==> src/hw/rtl/nnfs_div.sv <==
// Restoring serial divider, one quotient bit per cycle, for the scaler's setup.
// Depends on nothing; instantiated by nearest_neighbor_frame_scaler.
module nnfs_div #(
    parameter int W = 10
) (
    input  logic         clk,
    input  logic         rst_n,
    input  logic         start,
    input  logic [W-1:0] dividend,
    input  logic [W-1:0] divisor,
    output logic         done,
    output logic [W-1:0] quotient,
    output logic [W-1:0] remainder
);

    localparam int CNT_W = $clog2(W);

    logic [W-1:0]     quo_reg, quo_next;
    logic [W-1:0]     rem_reg, rem_next;
    logic [W-1:0]     dvs_reg, dvs_next;
    logic [CNT_W-1:0] cnt_reg, cnt_next;
    logic             busy_reg, busy_next;
    logic             done_reg, done_next;

    logic [W:0] shifted;
    logic [W:0] diff;
    logic       fits;

    always_comb
    begin
        shifted = {rem_reg, quo_reg[W-1]};
        diff    = shifted - {1'b0, dvs_reg};
        fits    = shifted >= {1'b0, dvs_reg};

        quo_next  = quo_reg;
        rem_next  = rem_reg;
        dvs_next  = dvs_reg;
        cnt_next  = cnt_reg;
        busy_next = busy_reg;
        done_next = 1'b0;

        if (start)
        begin
            quo_next  = dividend;
            rem_next  = '0;
            dvs_next  = divisor;
            cnt_next  = '0;
            busy_next = 1'b1;
        end
        else if (busy_reg)
        begin
            // The partial remainder always stays below the divisor.
            rem_next = fits ? diff[W-1:0] : shifted[W-1:0];
            quo_next = {quo_reg[W-2:0], fits};
            cnt_next = cnt_reg + 1'b1;
            if (cnt_reg == CNT_W'(W - 1))
            begin
                busy_next = 1'b0;
                done_next = 1'b1;
            end
        end
    end

    always_ff @(posedge clk or negedge rst_n)
    begin
        if (!rst_n)
        begin
            quo_reg  <= '0;
            rem_reg  <= '0;
            dvs_reg  <= '0;
            cnt_reg  <= '0;
            busy_reg <= 1'b0;
            done_reg <= 1'b0;
        end
        else
        begin
            quo_reg  <= quo_next;
            rem_reg  <= rem_next;
            dvs_reg  <= dvs_next;
            cnt_reg  <= cnt_next;
            busy_reg <= busy_next;
            done_reg <= done_next;
        end
    end

    assign done      = done_reg;
    assign quotient  = quo_reg;
    assign remainder = rem_reg;

endmodule

==> config.mk <==
export PLATFORM = sky130hd
export DESIGN_NAME = nnfs_div
export DESIGN_NICKNAME = d
export VERILOG_FILES = /design/src/hw/rtl/nnfs_div.sv
export SDC_FILE = /design/constraint.sdc
export NUM_CORES = 1
export LEC_CHECK = 0
export ABC_AREA = 1
export BUFFER_PORTS_ARGS = -buffer_cell sky130_fd_sc_hd__buf_2
export CAP_MARGIN = 0
export CORE_UTILIZATION = 29
export DETAILED_ROUTE_END_ITERATION = 12
export GPL_TIMING_DRIVEN = 0
export PLACE_DENSITY = 0.53
export SLEW_MARGIN = 20
export SYNTH_ARGS = -nofsm -noshare
export SYNTH_HDL_FRONTEND = slang
export SYNTH_SLANG_ARGS = --single-unit
==> constraint.sdc <==
create_clock -name clk -period 2.09 [get_ports clk]
set_input_delay 0.1045 -clock clk [delete_from_list [all_inputs] [get_ports clk]]
set_output_delay 0.1045 -clock clk [all_outputs]
set_load 0.05 [all_outputs]
; ---- Yosys cells after proc, flatten, opt, wreduce, memory -nomap -nowiden
; Cells that the tools add are included.
; W data, S select, Z words.
[word_totals]
regBits = 36
latchBits = 0
ram_bits = 0
mem_bits_ro = 0
in_bits = 23
wordCells = 24
mem_count = 0
[op_classes]
addsub = 2
n_mul = 0
n_div = 0
order_cmp = 1
eq_ne = 1
shifts = 0
n_mux = 13
bitwise = 0
n_reduce_logical = 1
[ops]
columns = cell, n
row1 = $mux W10, 5
row2 = $ge A11 B10 Y1, 1
row3 = $sub A10 B10 Y10, 1
row4 = $mux W4, 2
row5 = $mux W1, 6
row6 = $add A4 B1 Y4 const B, 1
row7 = $eq A4 B4 Y1 const B, 1
row8 = $reduce_bool A2 Y1, 1

; ---- Logic depth before layout (Yosys ltp)
; Gate-level depths: netlist (run 1).
[logic_depth]
depth_word = 4
mapped_depth = 14
depth_no_buf = 13

; ---- Worst setup path after synthesis (run 1)
; Ideal clock, no wire load.
[synth_timing]
path_kind = reg2reg
startpoint = register rem_reg[1] (netlist: remainder[1])
endpoint = register rem_reg[1] (netlist: remainder[1])
setup_ns = 0.118
arrival_time_ns = 1.885
required_time_ns = 1.972
setup_slack_ns = 0.087
stages_incl_launch_ff = 12
synth_period_minus_slack_ns = 2.003
cell_sequence = dfrtp_1 > ha_1 > or2_1 > nand3_2 > nand2_2 > nand2_4 > nand2_4 > buf_8 > nand2_2 > nand2_1 > nand2_1 > nand2_1
[synth_via]
elab_chain_cells = 4
[synth_rtl]
columns = element, line_no
row1 = start: declaration, 19  ; logic [W-1:0] rem_reg, rem_next;
row2 = start signal: assignment, 78  ; rem_reg <= rem_next;
row3 = $ge A11 B10 Y1, 33  ; fits = shifted >= {1'b0, dvs_reg};
row4 = $mux W10, 53  ; rem_next = fits ? diff[W-1:0] : shifted[W-1:0];
row5 = $mux W10, 50  ; else if (busy_reg)
row6 = $mux W10, 42  ; if (start)
; No other way between the ends. The select of a mux whose other input is x is not followed.
; A chain may end at the register's enable or synchronous reset.

; ---- Worst setup path after layout (run 1)
; Ends and elaborated chain as after synthesis.

==> impl_metrics.env, run 1 <==
export IMPL_status="complete, no violations"
export IMPL_cp_max_fo=10
export IMPL_min_to="quotient[7]"
export IMPL_hold_viol=0
export IMPL_clk_latency_ns=0.30
export IMPL_fin_crit_ns=1.94
export IMPL_ys_seq_elements=36
export IMPL_drtIter0Drc=110
export IMPL_p_leak_uw=0.00150
export IMPL_port_buffers=42
export IMPL_dieArea_um2=7950
export IMPL_dp_hpwl_um=4100
export IMPL_first_pass_iters=4
export IMPL_async_reset_ff_share_pct=100
export IMPL_synth_edf_count=0
export IMPL_startpoint_type="flip-flop"
export IMPL_fin_crit_sh_pct=92.7
export IMPL_worst_setup_path_end_kind="flip-flop"
export IMPL_clk_path_buf_depth=2
export IMPL_rows=31
export IMPL_cts_tree="built"
export IMPL_r2r_start="remainder[1]"
export IMPL_grt_max_degree=37
export IMPL_num_vias=1990
export IMPL_die_x_um=89.1
export IMPL_drv_cap=0
export IMPL_relSlewSlack_pct=45.1
export IMPL_worst_slew_pin_slew_ns=0.824
export IMPL_dpl_cell_area_um2=2540
export IMPL_holdPathStages=3
export IMPL_clock_sink_count=36
export IMPL_area_growth_pct=21.8
export IMPL_postRouteAntennaNets=0
export IMPL_synth_fp_nets=328
export IMPL_rr_worst_depth=11
export IMPL_grtUsageTotal_pct=15.6
export IMPL_synth_warnings=0
export IMPL_hold_start="dividend[7]"
export IMPL_fillers=833
export IMPL_yosysSeqAreaShare_pct=40.9
export IMPL_rsz0062_at_grt="no"
export IMPL_place_gp_congestion=0.800
export IMPL_initial_core_util_pct=30.2
export IMPL_dp_cells=433
export IMPL_finalNetCount=381
export IMPL_grt_pass1_wl_um=9300
export IMPL_cp_data_required_time_ns=2.27
export IMPL_post_drt_wl_per_cell_um=12.2
export IMPL_netlist_area_um2=2200
export IMPL_grt_pass1_vias=1976
export IMPL_setup_viol=0
export IMPL_postLayoutCellArea_um2=2680
export IMPL_remaining_drc_errors=0
export IMPL_p_per_area_nw_per_um2=1220
export IMPL_criticalPathCategory="reg2reg"
export IMPL_slew_violations=0
export IMPL_vdd_drop_max_v=0.000368
export IMPL_hold_ws_ns=0.00956
export IMPL_cts_buffers=5
export IMPL_syn_area_per_cell_um2=7.54
export IMPL_ios=44
export IMPL_via_per_inst=4.47
export IMPL_antenna_found_initial=0
export IMPL_max_freq_ghz=0.516
export IMPL_die_h_um=89.1
export IMPL_syn_inst=292
export IMPL_core_um2=7290
export IMPL_fin_worst_skew_ns=0.00744
export IMPL_wirelength_um=5450
export IMPL_layout_cells_non_filler=445
export IMPL_grt_overflow=0
export IMPL_n_antenna_cell=0
export IMPL_drive_gt1_share_pct=20.2
export IMPL_cts_root_buf="clkbuf_8"
export IMPL_yosysUniqueCellTypes=32
export IMPL_r2r_end="remainder[1]"
export IMPL_ctsHtreeMaxLevel=2
export IMPL_min_path_type="in2reg"
export IMPL_clkTransAtPathRegs_ns=0.08
export IMPL_reg2reg_slack_ns=0.15
export IMPL_synth_ff_type="dfrtp_1"
export IMPL_setup_tns_ns=0
export IMPL_crit_arrival_ns=2.12
[per-layer routing]
| layer | vias up | track usage, % | wire (um) |
|---|---|---|---|
| met2 | 28 | 27.3 | 2670 |
| met5 | - | 0 | 0 |
| met4 | 0 | 4.76 | 73 |
| li1 | 1032 | - | - |
| met1 | 924 | 19.3 | 2560 |
| met3 | 6 | 2.86 | 139 |
[cell families after synthesis]
logic type      synth area share, %
simple gates                   32.2
compound gates                 8.64
fa+ha+maj                      7.73
flops                          40.9
buf+inv                        9.37
xor+xnor                       1.19
[worst max path at each step]
stage / from / cells after the start / slack [ns] / end
CTS: remainder[7] / 12 / 0.12 / remainder[1]
detailed placement: remainder[7] / 12 / 0.13 / remainder[1]
finish: remainder[1] / 11 / 0.15 / remainder[1]
global route: remainder[4] / 11 / 0.002 / remainder[8]
floorplan: remainder[1] / 11 / 0.09 / remainder[1]
global placement: remainder[2] / 11 / 0.13 / remainder[8]
[placed cells by master, fill, tap and decap left out, types with 3 or more instances in the layout]
| cell | count |
|---|---|
| nand2_1 | 108 |
| inv_1 | 43 |
| buf_2 | 42 |
| dfrtp_1 | 36 |
| nand3_1 | 17 |
| o21ai_0 | 12 |
| nor2_1 | 11 |
| ha_1 | 11 |
| nand2_2 | 6 |
| o221ai_1 | 6 |
| clkbuf_1 | 5 |
| a21oi_1 | 5 |
| clkbuf_8 | 5 |
| buf_4 | 4 |
| nand3b_1 | 4 |
| xor2_1 | 3 |
[report_power, final]
part	switching, uW	internal, uW
sequential	118	814
combinational	1140	586
clock	274	353
[synth_stat cells (2+ instances only)]
master    number  area share, %
nor2_1        11            1.9
clkbuf_1       5           0.85
inv_1         43            7.3
xor2_1         3            1.2
o21ai_0       12            2.7
nand3_1       17            3.9
nand2_1      108             18
nand3b_1       4            1.4
nand2_2        6            1.7
ha_1          12            6.8
nand4_1        2           0.57
nand2_4        2            1.0
a22oi_1        2           0.68
dfrtp_1       36             41
a21oi_1        5            1.1
nor2_2         2           0.57
o211ai_1       2           0.68
o221ai_1       6            2.4
[per-stage QoR]
stage                     setup WS [ns]  power [uW]  utilization [%]
after global routing            0.00224        3580             36.8
after floorplan                  0.0874        2250                -
final                             0.153        3280             36.8
after detailed placement          0.127        2630             34.8
after global placement            0.130        2620             34.8
after CTS                         0.119        3270             36.4
[repair_timing]
action                                  in CTS  in global routing
buffers inserted                             0                  3
gates resized for setup                      0                  1
hold endpoints to repair                    36                  0
hold buffers                                 1                  0
endpoints found under the setup margin       0                  9
[worst max-delay path, stage by stage (launching register included)]
cell and delay, ns:
dfrtp_1 0.43, ha_1 0.39, or2_1 0.28, nand3_2 0.10, nand2_2 0.08, nand2_4 0.14
nand2_4 0.07, buf_8 0.15, nand2_2 0.05, nand2_1 0.04, nand2_1 0.05, nand2_1 0.05
[area by class of cell]
cell class	count	area [um2]	share of cell area (%)
buffer	7	41.3	1.54
clock buffer	5	68.8	2.57
clock inverter	3	42.5	1.59
inverter	44	165	6.16
multi-input combinational	205	1100	40.9
sequential	36	901	33.6
tap	99	124	4.62
timing repair buffer	46	243	9.05
Power figures use the tool's default switching activity.
==> inputs of run 2 (changes only) <==
--- a/config.mk
+++ b/config.mk
@@ -11,7 +11,7 @@
 export CORE_UTILIZATION = 29
 export DETAILED_ROUTE_END_ITERATION = 12
 export GPL_TIMING_DRIVEN = 0
-export PLACE_DENSITY = 0.53
+export PLACE_DENSITY = 0.55
 export SLEW_MARGIN = 20
 export SYNTH_ARGS = -nofsm -noshare
 export SYNTH_HDL_FRONTEND = slang
==> impl_metrics.env, run 2 (synthesis gave the netlist of run 1 again) <==
export IMPL_vdd_drop_max_v=0.000373
export IMPL_port_buffers=42
export IMPL_r2r_start="remainder[7]"
export IMPL_antenna_found_initial=0
export IMPL_via_per_inst=4.33
export IMPL_dp_slack_ns=0.152
export IMPL_clock_sink_count=36
export IMPL_finalPower_uw=3220
export IMPL_final_cell_mix="108 x nand2_1, 43 x inv_1, 42 x buf_2"
export IMPL_p_leak_uw=0.00149
export IMPL_swShare_pct=46.9
export IMPL_area_growth_pct=20.7
export IMPL_grt_overflow=0
export IMPL_die_h_um=89.1
export IMPL_crit_arrival_ns=2.11
export IMPL_cp_data_required_time_ns=2.28
export IMPL_fin_worst_skew_ns=0.00503
export IMPL_post_drt_wl_per_cell_um=11.9
export IMPL_remaining_drc_errors=0
export IMPL_fin_ws_ns=0.163
export IMPL_fin_crit_ns=1.93
export IMPL_slew_violations=0
export IMPL_multiInputGateArea_um2=1090
export IMPL_first_pass_iters=4
export IMPL_relSlewSlack_pct=45.7
export IMPL_drv_cap=0
export IMPL_finalNetCount=378
export IMPL_rsz0062_at_grt="no"
export IMPL_place_gp_congestion=0.807
export IMPL_holdPathStages=3
export IMPL_clk_latency_ns=0.29
export IMPL_cts_buffers=5
export IMPL_clk_path_buf_depth=2
export IMPL_min_path_type="in2reg"
export IMPL_n_antenna_cell=0
export IMPL_die_x_um=89.1
export IMPL_ios=44
export IMPL_r2r_end="remainder[1]"
export IMPL_drtIter0Drc=69
export IMPL_criticalPathCategory="reg2reg"
export IMPL_postRouteAntennaNets=0
export IMPL_grt_max_degree=37
export IMPL_num_vias=1913
export IMPL_critical_path_max_stage_delay_ns=0.42
export IMPL_internal_power_uw=1710
export IMPL_grt_pass1_wl_um=9150
export IMPL_fin_crit_sh_pct=92.2
export IMPL_rr_worst_depth=12
export IMPL_crit_slowest_cell="dfrtp_1"
export IMPL_seqPwrFrac_pct=28.7
export IMPL_p_per_area_nw_per_um2=1210
export IMPL_hold_start="divisor[8]"
export IMPL_layout_commonest_cell="nand2_1"
export IMPL_worstPathCellList="ha_1 > nand2_1 > nand2_1 > nand2_1 > nand2_1 > nor2_4 > nand2_4 > buf_8 > nand2_2 > nand2_1 > nand2_1 > nand2_1"
export IMPL_cts_tree="built"
export IMPL_crit_top_cell="nand2_1"
export IMPL_min_to="dvs_reg[8]"
export IMPL_clockPowerShare_pct=19.4
export IMPL_hold_viol=0
export IMPL_grtUsageTotal_pct=15.0
export IMPL_worst_slew_pin_slew_ns=0.814
export IMPL_startpoint_type="flip-flop"
export IMPL_power_switching_uw=1510
export IMPL_post_cts_resized=0
export IMPL_drive_gt1_share_pct=19.2
export IMPL_worst_setup_path_end_kind="flip-flop"
export IMPL_cp_buffers_inverters=1
export IMPL_wirelength_um=5260
export IMPL_status="complete, no violations"
export IMPL_core_um2=7290
export IMPL_fillers=818
export IMPL_initial_core_util_pct=30.2
export IMPL_cp_max_fo=10
export IMPL_ctsHtreeMaxLevel=2
export IMPL_dp_hpwl_um=4020
export IMPL_rows=31
export IMPL_grt_pass1_vias=1951
export IMPL_reg2reg_slack_ns=0.16
export IMPL_cp_top_family="simple AND/OR/NAND/NOR gates"
export IMPL_cts_setup_buffers=0
export IMPL_seq_area_um2=901
export IMPL_setup_viol=0
export IMPL_cts_root_buf="clkbuf_8"
export IMPL_setup_tns_ns=0
export IMPL_max_freq_ghz=0.519
export IMPL_combPwrFrac_pct=51.9
export IMPL_clkTransAtPathRegs_ns=0.08
export IMPL_dieArea_um2=7950
==> run 2: cell count changes in the layout (fill, tap and decap cells not counted) <==
| cell | previous run | this run |
|---|---|---|
| ha_1 | 11 | 12 |
| ha_2 | 1 | 0 |
| buf_4 | 4 | 1 |
==> run 2: through the flow <==
| stage | area (um2) | utilization [%] | std cells | hold WS [ns] |
|---|---|---|---|---|
| after CTS | 2660 | 36.4 | 442 | 0.0114 |
| after floorplan | 2200 | - | 292 | -0.191 |
| after global placement | 2540 | 34.8 | 433 | 0.254 |
| after global routing | 2660 | 36.4 | 442 | 0.0234 |
| final | 2660 | 36.4 | 442 | 0.0169 |
| after detailed placement | 2540 | 34.8 | 433 | 0.259 |
==> run 2: final cells by class <==
type | count | area share (%)
clock inverters | 3 | 1.60
inverters | 44 | 6.21
well taps | 99 | 4.66
clock buffers | 5 | 2.59
plain buffers | 7 | 1.55
multi-input cells | 205 | 41.2
flip-flops and latches | 36 | 33.9
repair buffers | 43 | 8.29
==> run 2: power groups by stage <==
stage / logic [uW] / registers, uW / clock network, uW
4_1_cts: 1700 / 927 / 635
5_1_grt: 1890 / 944 / 659
6_report: 1670 / 923 / 625
3_3_place_gp: 1680 / 940 / 0
3_5_place_dp: 1690 / 941 / 0
2_1_floorplan: 1010 / 1250 / 0
==> run 2: layer usage <==
layer,GRT usage [%],vias to the layer above,share of wire (%)
li1,-,1018,-
met3,2.59,6,2.8
met2,25.9,23,48
met1,19.7,866,48
met4,3.46,0,0.99
met5,0,-,0
==> run 2: worst min-delay path, stage by stage <==
cell and delay (ns):
buf_2 0.08, nand2_1 0.04, o21ai_0 0.06
==> run 2: timing repair <==
item | CTS | global route
endpoints found under the setup margin | 0 | 5
endpoints found under the hold margin | 36 | 0
hold buffers | 1 | 0
==> run 2: worst max-delay path by stage <==
stage / start / endpoint / slack, ns / cells after the start
after detailed placement: remainder[7] / remainder[2] / 0.15 / 12
after floorplan: remainder[1] / remainder[1] / 0.09 / 11
final: remainder[7] / remainder[1] / 0.16 / 12
after global routing: remainder[6] / remainder[8] / 0.0008 / 11
after global placement: remainder[7] / remainder[1] / 0.15 / 12
after CTS: remainder[7] / remainder[1] / 0.11 / 12
==> inputs of run 3 (changes only) <==
--- a/config.mk
+++ b/config.mk
@@ -12,6 +12,7 @@
 export DETAILED_ROUTE_END_ITERATION = 12
 export GPL_TIMING_DRIVEN = 0
 export PLACE_DENSITY = 0.55
+export SETUP_SLACK_MARGIN = 0.4
 export SLEW_MARGIN = 20
 export SYNTH_ARGS = -nofsm -noshare
 export SYNTH_HDL_FRONTEND = slang
==> impl_metrics.env, run 3 (synthesis gave the netlist of run 1 again) <==
export IMPL_finalPower_uw=3980
export IMPL_dp_hpwl_um=4130
export IMPL_slew_violations=0
export IMPL_grt_pass1_wl_um=9450
export IMPL_clock_sink_count=36
export IMPL_grt_overflow=0
export IMPL_dp_slack_ns=0.274
export IMPL_dieArea_um2=7950
export IMPL_place_gp_congestion=0.775
export IMPL_cts_tree="built"
export IMPL_p_per_area_nw_per_um2=1270
export IMPL_fin_crit_sh_pct=83.1
export IMPL_grt_max_degree=37
export IMPL_grtUsageTotal_pct=15.6
export IMPL_setup_tns_ns=0
export IMPL_drive_gt1_share_pct=38.9
export IMPL_worst_slew_pin_slew_ns=0.823
export IMPL_worst_setup_path_end_kind="flip-flop"
export IMPL_cp_max_fo=5
export IMPL_wirelength_um=5780
export IMPL_area_growth_pct=42.6
export IMPL_fin_worst_skew_ns=0.0108
export IMPL_die_x_um=89.1
export IMPL_cts_root_buf="clkbuf_8"
export IMPL_max_freq_ghz=0.576
export IMPL_clk_path_buf_depth=2
export IMPL_layout_commonest_cell="nand2_1"
export IMPL_via_per_inst=4.48
export IMPL_n_antenna_cell=0
export IMPL_fin_crit_ns=1.74
export IMPL_ctsHtreeMaxLevel=2
export IMPL_first_pass_iters=4
export IMPL_rsz0062_at_grt="yes"
export IMPL_cts_buffers=5
export IMPL_post_drt_wl_per_cell_um=12.3
export IMPL_port_buffers=42
export IMPL_fillers=769
export IMPL_vdd_drop_max_v=0.000443
export IMPL_num_vias=2101
export IMPL_min_path_type="in2reg"
export IMPL_remaining_drc_errors=0
export IMPL_die_h_um=89.1
export IMPL_cp_data_required_time_ns=2.27
export IMPL_swShare_pct=45.0
export IMPL_criticalPathCategory="reg2reg"
export IMPL_layout_cells_non_filler=469
export IMPL_fin_ws_ns=0.353
export IMPL_hold_viol=0
export IMPL_power_switching_uw=1790
export IMPL_ios=44
export IMPL_clkTransAtPathRegs_ns=0.09
export IMPL_clockPowerShare_pct=16.3
export IMPL_drtIter0Drc=116
export IMPL_startpoint_type="flip-flop"
export IMPL_seqPwrFrac_pct=23.6
export IMPL_setup_viol=0
export IMPL_core_um2=7290
export IMPL_postRouteAntennaNets=0
export IMPL_rows=31
export IMPL_dp_cells=433
export IMPL_clk_latency_ns=0.29
export IMPL_relSlewSlack_pct=45.1
export IMPL_grt_pass1_vias=1965
export IMPL_p_leak_uw=0.00163
export IMPL_drv_cap=0
export IMPL_internal_power_uw=2190
export IMPL_status="complete, no violations"
export IMPL_crit_arrival_ns=1.92
export IMPL_antenna_found_initial=0
export IMPL_finalNetCount=405
export IMPL_combPwrFrac_pct=60.1
export IMPL_initial_core_util_pct=30.2
export IMPL_final_cell_mix="93 x nand2_1, 42 x buf_2, 33 x inv_1"
export IMPL_hold_ws_ns=0.0129
## run 3: cell types whose count changed in the layout (fill, tap and decap cells not counted), sizes merged
cell / delta
buf: +26
clkbuf: +1
clkinv: -1
inv: +1
## run 3: worst max-delay path, stage by stage (launching register included)
cell       delay [ns]
dfrtp_2          0.44
ha_4             0.27
or2_1            0.23
nand3_2          0.09
nand2_2          0.08
nand2_4          0.10
nand2_4          0.07
clkbuf_16        0.16
nand2_2          0.05
nand2_1          0.04
nand2_1          0.05
nand2_1          0.04
## run 3: layout make-up
cell class,count,area [um2],area share [%]
Clock buffer,5,68.8,2.19
Sequential cell,36,913,29.1
Timing Repair Buffer,70,452,14.4
Clock inverter,3,46.3,1.47
Buffer,7,41.3,1.31
Multi-Input combinational cell,205,1330,42.3
Tap cell,99,124,3.94
Inverter,44,168,5.34
## run 3: path summary, 6_finish.rpt
kind / start / to / slack [ns] / cells after the start
worst min-delay path: dividend[4] / quotient[4] / 0.01 / 3
worst min register to register: cnt_reg[2] / done / 0.53 / 1
worst max register to register: remainder[1] / remainder[2] / 0.35 / 11
max in group asynchronous: rst_n / remainder[3] / 1.06 / 2
min in group asynchronous: rst_n / dvs_reg[2] / 0.43 / 2
worst max-delay path: remainder[1] / remainder[2] / 0.35 / 11
## run 3: what timing repair did
item / CTS / global route
setup buffers: 12 / 14
hold endpoints to repair: 36 / 0
resized for setup: 7 / 28
hold buffers: 1 / 0
pin swaps: 5 / 16
gates cloned: 0 / 1
setup endpoints to repair: 10 / 10
## run 3: power groups by stage
| stage | sequential (uW) | combinational [uW] | clock (uW) |
|---|---|---|---|
| 2_1_floorplan | 1290 | 1130 | 0 |
| 3_3_place_gp | 984 | 1830 | 0 |
| 3_5_place_dp | 984 | 1840 | 0 |
| 4_1_cts | 953 | 1990 | 669 |
| 5_1_grt | 958 | 2620 | 694 |
| 6_report | 940 | 2390 | 649 |
## run 3: per-layer routing
metal  track usage, %  up-vias  part of all wire (%)
met1             20.3      984                    47
met5                0        -                     0
met4             4.47        0                  0.86
li1                 -     1080                     -
met3             2.95        6                   3.1
met2             26.6       31                    49
## run 3: per-stage QoR
step                      utilization, %  area, um2
after floorplan                        -       2360
after global placement              37.0       2700
after detailed placement            37.0       2700
after CTS                           40.0       2920
after global routing                43.1       3140
final                               43.1       3140
